--- config.mk ---
export PLATFORM = sky130hd
export DESIGN_NAME = lru_recency_list
export DESIGN_NICKNAME = d
export VERILOG_FILES = /design/src/hdl/lrl_pkg.sv /design/src/hdl/lru_recency_list.sv
export SDC_FILE = /design/constraint.sdc
export NUM_CORES = 1
export LEC_CHECK = 0
export BUFFER_PORTS_ARGS = -buffer_cell sky130_fd_sc_hd__buf_2
export CAP_MARGIN = 15
export CORE_ASPECT_RATIO = 1.4
export CORE_MARGIN = 4
export CORE_UTILIZATION = 62
export DETAILED_ROUTE_END_ITERATION = 7
export HOLD_SLACK_MARGIN = 0.03
export PLACE_DENSITY = 0.8
export SKIP_CTS_REPAIR_TIMING = 1
export SLEW_MARGIN = 20
export SYNTH_ARGS = -nofsm -noshare
export SYNTH_HDL_FRONTEND = slang
export SYNTH_SLANG_ARGS = --single-unit
--- constraint.sdc ---
create_clock -name clk_i -period 7.98 [get_ports clk_i]
set_input_delay 0 -clock clk_i [delete_from_list [all_inputs] [get_ports clk_i]]
set_output_delay 0 -clock clk_i [all_outputs]
set_load 0.01 [all_outputs]
--- src/hdl/lrl_pkg.sv ---
// Package for the LRU recency list: register map, field widths and reset values.
`default_nettype none
package lrl_pkg;

  // Payload field widths.
  localparam int unsigned KEY_W = 32;
  localparam int unsigned POS_W = 4;
  localparam int unsigned OCC_W = 5;

  // Configuration port.
  localparam int unsigned APB_ADDR_W = 2;
  localparam int unsigned APB_DATA_W = 32;
  localparam int unsigned CAP_W      = 5;

  localparam logic [APB_ADDR_W-1:0] REG_CAPACITY_ADDR = APB_ADDR_W'(0);
  localparam logic [CAP_W-1:0]      CAPACITY_RESET    = CAP_W'(16);

  // Defaults for the top-level parameters.
  localparam int unsigned DEFAULT_DEPTH    = 16;
  localparam int unsigned DEFAULT_KEY_BITS = 32;

endpackage : lrl_pkg
`default_nettype wire

--- src/hdl/lru_recency_list.sv ---
// LRU recency list: a fully associative store of keys kept in recency order.
//
// Usage: each request on the input channel (key_i, start_new_i) is looked up
// against every held key at once. A hit moves the key to rank 0; a miss inserts
// it at rank 0 and, when the list already holds the configured capacity, drops
// the least recent key. start_new_i empties the list before the lookup. Every
// request yields exactly one result (hit, rank before the access, eviction,
// dropped key and occupancy afterwards) on the output channel.
// A request accepted into the input register moves on to the result register
// once that register is free. Throughput: one request per cycle while results are taken; the
// lookup, the one-place shift of the key cells and the count update settle in
// the single stage between the input register and the result register.
// Stalls: while a result waits on out_ready_i the input register still takes
// a request; when both are full, in_ready_o drops until the result is taken.
// Reset empties the list and sets capacity to 16; key cells are not cleared,
// only ranks below the occupancy are ever compared. capacity (APB offset 0) must be
// written only while the block is idle, which it does not enforce; 0 acts as 1, above DEPTH as DEPTH.
`default_nettype none
module lru_recency_list #(
  parameter int unsigned DEPTH    = lrl_pkg::DEFAULT_DEPTH,
  parameter int unsigned KEY_BITS = lrl_pkg::DEFAULT_KEY_BITS
) (
  input  wire logic                            clk_i,
  input  wire logic                            rst_ni,
  // APB configuration port
  input  wire logic                            psel,
  input  wire logic                            penable,
  input  wire logic                            pwrite,
  input  wire logic [lrl_pkg::APB_ADDR_W-1:0]  paddr,
  input  wire logic [lrl_pkg::APB_DATA_W-1:0]  pwdata,
  output logic      [lrl_pkg::APB_DATA_W-1:0]  prdata,
  output logic                                 pready,
  // Input channel
  input  wire logic                            in_valid_i,
  output logic                                 in_ready_o,
  input  wire logic signed [lrl_pkg::KEY_W-1:0] key_i,
  input  wire logic                            start_new_i,
  // Output channel
  output logic                                 out_valid_o,
  input  wire logic                            out_ready_i,
  output logic                                 hit_o,
  output logic      [lrl_pkg::POS_W-1:0]       hit_position_o,
  output logic                                 evicted_o,
  output logic signed [lrl_pkg::KEY_W-1:0]     evicted_key_o,
  output logic      [lrl_pkg::OCC_W-1:0]       occupancy_o
);

  localparam int unsigned CNT_W = $clog2(DEPTH + 1);
  localparam int unsigned IDX_W = (DEPTH > 1) ? $clog2(DEPTH) : 1;

  // Configuration register.
  logic [lrl_pkg::CAP_W-1:0] cap_q;
  logic                      cap_we;

  // Input register.
  logic                s1_valid_q, s1_valid_d;
  logic [KEY_BITS-1:0] s1_key_q;
  logic                s1_start_q;
  logic                s1_load;

  // Recency state.
  logic [KEY_BITS-1:0] cells_q [DEPTH];
  logic [KEY_BITS-1:0] cells_d [DEPTH];
  logic [CNT_W-1:0]    held_q, held_d;

  // Result register.
  logic                      out_valid_q, out_valid_d;
  logic                      hit_q, evicted_q;
  logic [lrl_pkg::POS_W-1:0] pos_q;
  logic [lrl_pkg::KEY_W-1:0] ev_key_q;
  logic [lrl_pkg::OCC_W-1:0] occ_q;

  // Update logic.
  logic                      advance, fire;
  logic [63:0]               key_wide;
  logic [CNT_W-1:0]          cap_eff, held_eff, held_m1, shift_upto;
  logic [DEPTH-1:0]          match;
  logic                      hit_c, full_c;
  logic [IDX_W-1:0]          pos_c;
  logic [63:0]               ev_wide, pos_wide, occ_wide;

  // ---------------------------------------------------------------------------
  // APB port
  assign pready = 1'b1;
  assign cap_we = psel && penable && pwrite && (paddr == lrl_pkg::REG_CAPACITY_ADDR);

  always_comb begin
    prdata = '0;
    if (paddr == lrl_pkg::REG_CAPACITY_ADDR) begin
      prdata = lrl_pkg::APB_DATA_W'(cap_q);
    end
  end

  always_ff @(posedge clk_i or negedge rst_ni) begin
    if (!rst_ni) begin
      cap_q <= lrl_pkg::CAPACITY_RESET;
    end else if (cap_we) begin
      cap_q <= pwdata[lrl_pkg::CAP_W-1:0];
    end
  end

  // ---------------------------------------------------------------------------
  // Handshake
  assign advance    = !out_valid_q || out_ready_i;
  assign fire       = s1_valid_q && advance;
  assign in_ready_o = !s1_valid_q || advance;
  assign s1_load    = in_valid_i && in_ready_o;
  assign s1_valid_d = in_ready_o ? in_valid_i : s1_valid_q;
  assign out_valid_d = advance ? s1_valid_q : out_valid_q;

  // Keys are held in their low KEY_BITS bits.
  assign key_wide = 64'(unsigned'(key_i));

  always_ff @(posedge clk_i or negedge rst_ni) begin
    if (!rst_ni) begin
      s1_valid_q <= 1'b0;
    end else begin
      s1_valid_q <= s1_valid_d;
    end
  end

  always_ff @(posedge clk_i) begin
    if (s1_load) begin
      s1_key_q   <= key_wide[KEY_BITS-1:0];
      s1_start_q <= start_new_i;
    end
  end

  // ---------------------------------------------------------------------------
  // Lookup and reorder
  always_comb begin
    cap_eff = CNT_W'(cap_q);
    if (cap_q == '0) begin
      cap_eff = CNT_W'(1);
    end else if (int'(cap_q) > int'(DEPTH)) begin
      cap_eff = CNT_W'(DEPTH);
    end
  end

  assign held_eff = s1_start_q ? '0 : held_q;
  assign held_m1  = held_eff - CNT_W'(1);

  always_comb begin
    for (int i = 0; i < DEPTH; i++) begin
      match[i] = (CNT_W'(i) < held_eff) && (cells_q[i] == s1_key_q);
    end
  end

  // The lowest matching rank wins.
  always_comb begin
    pos_c = '0;
    for (int i = DEPTH - 1; i >= 0; i--) begin
      if (match[i]) begin
        pos_c = IDX_W'(i);
      end
    end
  end

  assign hit_c  = |match;
  assign full_c = !hit_c && (held_eff >= cap_eff);

  // Ranks 1..shift_upto take the key one rank more recent; rank 0 takes the key.
  always_comb begin
    if (hit_c) begin
      shift_upto = CNT_W'(pos_c);
    end else if (full_c) begin
      shift_upto = cap_eff - CNT_W'(1);
    end else begin
      shift_upto = held_eff;
    end
  end

  always_comb begin
    cells_d[0] = s1_key_q;
    for (int i = 1; i < DEPTH; i++) begin
      cells_d[i] = (CNT_W'(i) <= shift_upto) ? cells_q[i-1] : cells_q[i];
    end
  end

  always_comb begin
    if (hit_c) begin
      held_d = held_eff;
    end else if (full_c) begin
      held_d = cap_eff;
    end else begin
      held_d = held_eff + CNT_W'(1);
    end
  end

  assign ev_wide  = full_c ? 64'(cells_q[held_m1[IDX_W-1:0]]) : '0;
  assign pos_wide = 64'(pos_c);
  assign occ_wide = 64'(held_d);

  always_ff @(posedge clk_i or negedge rst_ni) begin
    if (!rst_ni) begin
      held_q <= '0;
    end else if (fire) begin
      held_q <= held_d;
    end
  end

  always_ff @(posedge clk_i) begin
    if (fire) begin
      for (int i = 0; i < DEPTH; i++) begin
        cells_q[i] <= cells_d[i];
      end
    end
  end

  // ---------------------------------------------------------------------------
  // Result register
  always_ff @(posedge clk_i or negedge rst_ni) begin
    if (!rst_ni) begin
      out_valid_q <= 1'b0;
    end else begin
      out_valid_q <= out_valid_d;
    end
  end

  always_ff @(posedge clk_i) begin
    if (fire) begin
      hit_q     <= hit_c;
      pos_q     <= pos_wide[lrl_pkg::POS_W-1:0];
      evicted_q <= full_c;
      ev_key_q  <= ev_wide[lrl_pkg::KEY_W-1:0];
      occ_q     <= occ_wide[lrl_pkg::OCC_W-1:0];
    end
  end

  assign out_valid_o    = out_valid_q;
  assign hit_o          = hit_q;
  assign hit_position_o = pos_q;
  assign evicted_o      = evicted_q;
  assign evicted_key_o  = signed'(ev_key_q);
  assign occupancy_o    = occ_q;

  // ---------------------------------------------------------------------------
  // Assertions
  held_in_range_a: assert property (@(posedge clk_i) disable iff (!rst_ni)
    held_q <= CNT_W'(DEPTH))
    else $error("occupancy exceeds the number of key cells");

  hit_no_evict_a: assert property (@(posedge clk_i) disable iff (!rst_ni)
    out_valid_q |-> !(hit_q && evicted_q))
    else $error("a result reports both a hit and an eviction");

  start_leaves_one_a: assert property (@(posedge clk_i) disable iff (!rst_ni)
    (fire && s1_start_q) |=> (held_q == CNT_W'(1)))
    else $error("a new run does not leave exactly one key");

  hit_keeps_count_a: assert property (@(posedge clk_i) disable iff (!rst_ni)
    (fire && hit_c) |=> (held_q == $past(held_q)))
    else $error("a hit changed the occupancy");

  stall_holds_result_a: assert property (@(posedge clk_i) disable iff (!rst_ni)
    (out_valid_q && !out_ready_i) |=> (out_valid_q && $stable(held_q)))
    else $error("state moved while a result was stalled");

endmodule : lru_recency_list
`default_nettype wire

==> results of run 1 <==
[layer usage]
metal,up-vias,GRT usage (%)
met2,2064,73.3
met3,593,10.0
met1,11400,47.9
li1,9600,-
met5,-,0
met4,6,43.3
[sequential cells by signal (all words and copies together) (netlist names), 4 cells and up]
register / flops
cells_q: 512
evicted_key_o: 32
s1_key_q: 32
cap_q: 5
held_q: 5
occupancy_o: 5
hit_position_o: 4
[power groups by stage]
stage,Sequential (µW),Combinational (µW),Clock (µW)
floorplan,5760,2770,0
global placement,5920,4780,0
detailed placement,6000,4840,0
CTS,5950,4860,2820
global route,6080,5280,2960
finish,5990,5220,2850
[synth_stat cells, drive strengths merged, types with 7 or more instances]
library cell,count,area (µm²)
buf,104,601
nand4,97,622
nor2,43,164
dfrtp,11,275
a22oi,232,1740
or3,9,61.3
mux2,10,116
nor3b,12,95.1
nand4b,9,78.8
mux2i,13,130
clkbuf,79,297
nor3,53,265
inv,7,26.3
nor4,155,976
xnor2,196,1720
xor2,320,2800
a21oi,51,255
or4,13,97.6
nand3,218,1090
o21ai,16,80.1
nand2,67,251
a21o,7,52.6
edfxtp,588,17700
o22ai,12,75.1
and2,8,50.1
[final cells by class]
cell class              instances  area share [%]
clock buffers                  66            4.26
clock inverters                36            1.30
inverters                      10           0.114
multi-input cells            1667            34.8
repair buffers                211            4.46
well taps                     630            2.32
diodes                          2          0.0147
flip-flops and latches        600            52.8
[critical path: cells and delay by family (launching register included)]
family / cells / cell delay, ps
flip-flops: 1 / 550
AO/OA/AOI/OAI: 2 / 680
XOR/XNOR: 1 / 870
AND/OR/NAND/NOR: 7 / 2640
buffers and inverters: 2 / 1100
[through the flow]
step	setup slack (ps)	util, %	instances	hold WS [ps]
after floorplan	2060	-	2460	-296
after global placement	1940	65.4	3067	-104
after detailed placement	1790	65.5	3067	-91.3
after CTS	1780	69.4	3169	-760
after global routing	1780	70.5	3221	79.0
final	1700	70.5	3222	76.6
[worst min path at each step]
stage	to	from
finish	s1_key_q[17]	key_i[17]
global route	s1_key_q[26]	key_i[26]
CTS	s1_valid_q	rst_ni
detailed placement	held_q[0]	rst_ni
global placement	cap_q[1]	rst_ni
floorplan	cap_q[0]	rst_ni
[cells by family after synthesis]
group / after synthesis / synth area share [%]
flip-flops: 600 / 58.9
buffers and inverters: 193 / 3.07
other: 2 / 0.0246
adder cells (fa/ha/maj): 6 / 0.246
AND/OR/NAND/NOR: 730 / 13.6
multiplexers: 23 / 0.809
AO/OA/AOI/OAI: 364 / 8.48
XOR/XNOR: 516 / 14.8
==> reports/qor.csv, run 1 <==
metric;value;unit
status;finished, violations left;
violations;DRC;
die_x;195;µm
power_density;413;mW/mm²
die_h;270;µm
switching_share;42.8;%
portBuffers;96;
vias;23700;
first_global_vias;22900;
io_pins;152;
period_share;78.7;%
dieArea;0.0528;mm²
avgSynthCellArea;12.5;µm²
drt-initial-drc-count;3388;
grt_antenna_before_repair;5;
finalMaxSlewViolations;0;
r2r-end;cells_q[11][2];
p_clk_share;20.3;%
pwr-share-seq;42.6;%
crit_type;flip-flop to flip-flop;
most-common-layout-cells;588 x edfxtp_1, 320 x xor2_1, 232 x a22oi_1;
required;8240;ps
wl_met3;13.4;mm
leakage;0.0112;µW
ant_nets;0;
critPathArrivalTime;6540;ps
start_kind;flip-flop;
synth_ff_type;edfxtp_1;
multiInputGateArea;0.0118;mm²
period_needed;6280;ps
rsz0062_at_grt;false;
drt_wl_total;123;mm
power.switching;6020;µW
num_rows;95;
nFillCells;3386;
yosysWarningCount;0;
clk_pin_slew;70;ps
htree_num_levels;2;
relSlewSlack;22.3;%
end_kind;flip-flop;
regArea;0.0180;mm²
yosysSeqAreaShare;58.9;%
crit_fanout;34;
wire_per_inst;38.2;µm
start_util;63.1;%
clk_path_buf_depth;3;
tightest_slew;1170;ps
min_path_cells;2;
globalplace.congestion;1.17;
setup_viol;0;
cts_inserted_buffers;56;
worstSkewPairLatency;640;ps
p_int;8040;µW
crit_chain;xnor2_1 > nand4_1 > or4_1 > or3_1 > nand4_1 > and3b_1 > and2_0 > a211o_1 > inv_2 > nand3_1 > o22ai_2 > buf_4;
hp-class;primary input to flip-flop;
clock_skew;28.8;ps
wl_met2;58.4;mm
layout_commonest_cell;edfxtp_1;
grt_usage;45.2;%
fin_tns_setup;0;ps
max-vdd-ir-drop;0.253;mV
combPwrFrac;37.1;%
crit_path_end;cells_q[11][2];
tritoncts;yes;
top_layer;met5;
slowest_delay;870;ps
gr-total-overflow;0;
grt_pass1_wl;169;mm
async_reset_ff_share;2.00;%
nets;2626;
yosysUniqueCellTypes;80;
cp-startpoint;s1_key_q[15];
synth_seq_cells;600;
synth_edf_count;588;
syn_inst;2434;
core;0.0483;mm²
wl_met1;35.2;mm
cts.sinks;600;
r2r_cells;12;
stdcell_area;0.0340;mm²
slowest_stage;xnor2_1;
hold_viol;0;
fmax;0.159;GHz
via_per_inst;7.34;
synthToLayoutAreaGrowth;11.7;%
maxCapViolCount;0;
syn_area;0.0305;mm²
cp_common_cell;nand4_1;
dpl-instance-area;0.0316;mm²
finalPower;14100;µW
root_buffer;clkbuf_16;
drt_pass1_iterations;8;
drc;3;
timing.rr.start;s1_key_q[15];
grt_max_degree;95;
reg2reg_slack;1700;ps
drive_gt1_share;11.6;%
dp_hpwl;91.6;mm
Power figures use the tool's default switching activity.
==> run 2, diff against run 1 <==
==> constraint.sdc (replaced) <==
create_clock -name clk_i -period 6 [get_ports clk_i]
set_input_delay 0 -clock clk_i [delete_from_list [all_inputs] [get_ports clk_i]]
set_output_delay 0 -clock clk_i [all_outputs]
set_load 0.01 [all_outputs]
==> run 2 against run 1 <==
The run still ends with DRC left. Largest power group unchanged. Global-route usage rose by 0.23 points. Sequential power rose by 34%. Final cell count rose by 0.78%. Setup slack got worse by 1300 ps. Clock skew fell by 2.8 ps. Design area rose by 0.24%.
==> reports/qor.csv, run 2 (same netlist as run 1, synthesis figures left out) <==
metric;value;unit
hold_viol;0;
critPathArrivalTime;5880;ps
dpl-instance-area;0.0318;mm²
slowest_delay;830;ps
hp-class;primary input to flip-flop;
num_rows;95;
layout_commonest_cell;edfxtp_1;
period_needed;5590;ps
crit_fanout;32;
min_from;key_i[5];
start_kind;flip-flop;
vias;23900;
grt_antenna_before_repair;0;
reg2reg_slack;410;ps
grtUsageMet3;9.98;%
r2r-end;cells_q[1][30];
fmax;0.179;GHz
die_h;270;µm
first_global_vias;23200;
tritoncts;yes;
gr-total-overflow;0;
drc;2;
status;finished, violations left;
crit_type;flip-flop to flip-flop;
tightest_slew;1160;ps
worstSkewPairLatency;670;ps
leakage;0.0113;µW
drive_gt1_share;12.0;%
finalMaxSlewViolations;0;
stdcell_area;0.0341;mm²
dp_hpwl;92.8;mm
drt_wl_total;124;mm
most-common-layout-cells;588 x edfxtp_1, 320 x xor2_1, 232 x a22oi_1;
required;6290;ps
drt-initial-drc-count;3295;
core;0.0483;mm²
cts.sinks;600;
fin_tns_setup;0;ps
relSlewSlack;22.9;%
start_util;63.1;%
cts_inserted_buffers;57;
grt_usage;45.4;%
power_density;546;mW/mm²
synthToLayoutAreaGrowth;12.0;%
cp-startpoint;held_q[3];
crit_chain;nand2b_1 > a211oi_1 > buf_4 > nor4_1 > nand4_1 > nand4_1 > and3b_1 > nand3_1 > buf_4 > a211oi_1 > nor2_2 > a31oi_4 > buf_4;
clk_path_buf_depth;3;
htree_num_levels;2;
hold_end;s1_key_q[5];
root_buffer;clkbuf_16;
busiest_layer;met2;
maxCapViolCount;0;
grt_pass1_wl;170;mm
rsz0062_at_grt;false;
die_x;195;µm
cp_common_cell;buf_4;
violations;DRC;
min_path_cells;2;
grt_max_degree;117;
regMostFlops;cells_q;
nets;2649;
globalplace.congestion;1.12;
slowest_stage;a211oi_1;
timing.rr.start;held_q[3];
via_per_inst;7.36;
portBuffers;96;
drt_pass1_iterations;8;
wire_per_inst;38.1;µm
grt_util_met1;48.5;%
io_pins;152;
end_kind;flip-flop;
clk_pin_slew;60;ps
largest_reg_flops;512;
met2_usage;73.5;%
period_share;93.2;%
dieArea;0.0528;mm²
max-vdd-ir-drop;0.398;mV
ant_nets;0;
setup_viol;0;
r2r_cells;13;
clock_skew;26.0;ps
## run 2: cell count changes in the layout (fill, tap and decap cells not counted), moves of 2 or more
cell,delta
buf_4,+20
clkbuf_1,+7
buf_12,+4
bufinv_16,-4
clkinv_1,+3
clkinv_2,-3
buf_16,-2
## run 2: cell type report
type                    instances  area, µm²
flip-flops and latches        600      18000
fillers                      3356      14100
multi-input cells            1667      11800
repair buffers                233       1690
clock buffers                  73       1490
well taps                     630        788
clock inverters                33        327
inverters                      10       38.8
diodes                          1       2.50
## run 2: critical path: cells and delay by family, from the launching register on
| kind | cells | cell delay, ps |
|---|---|---|
| simple gates | 7 | 1940 |
| compound gates | 3 | 1470 |
| buf+inv | 3 | 1000 |
| flops | 1 | 770 |
## run 2: report_power, final
group	total [µW]	internal [µW]	switching, µW	leakage (µW)
Clock	3650	1980	1680	0.000877
Sequential	8050	6690	1360	0.00565
Combinational	6930	1920	5020	0.00476
Total	18600	10600	8050	0.0113
## run 2: layer usage
layer,vias up,wire length [µm]
met3,622,13200
met1,11500,36000
li1,9638,-
met5,-,0
met4,0,16300
met2,2090,58100
## run 2: metrics by stage
stage,instances,hold slack [ps],total power (µW),worst slack (ps),utilization [%]
CTS,3196,-733,18100,538,69.6
finish,3247,52.9,18600,406,70.7
global route,3246,60.0,19000,468,70.7
floorplan,2460,-296,11400,82.8,-
detailed placement,3090,-73.7,14500,573,65.9
global placement,3090,-83.9,14300,591,65.9
## run 2: worst max path at each step
stage / endpoint / slack, ps / cells past startpoint
6_report: cells_q[1][30] / 410 / 13
4_1_cts: cells_q[3][23] / 540 / 12
5_1_grt: cells_q[13][16] / 470 / 12
3_5_place_dp: cells_q[3][16] / 570 / 12
3_3_place_gp: cells_q[3][16] / 590 / 12
2_1_floorplan: cells_q[7][0] / 80 / 15
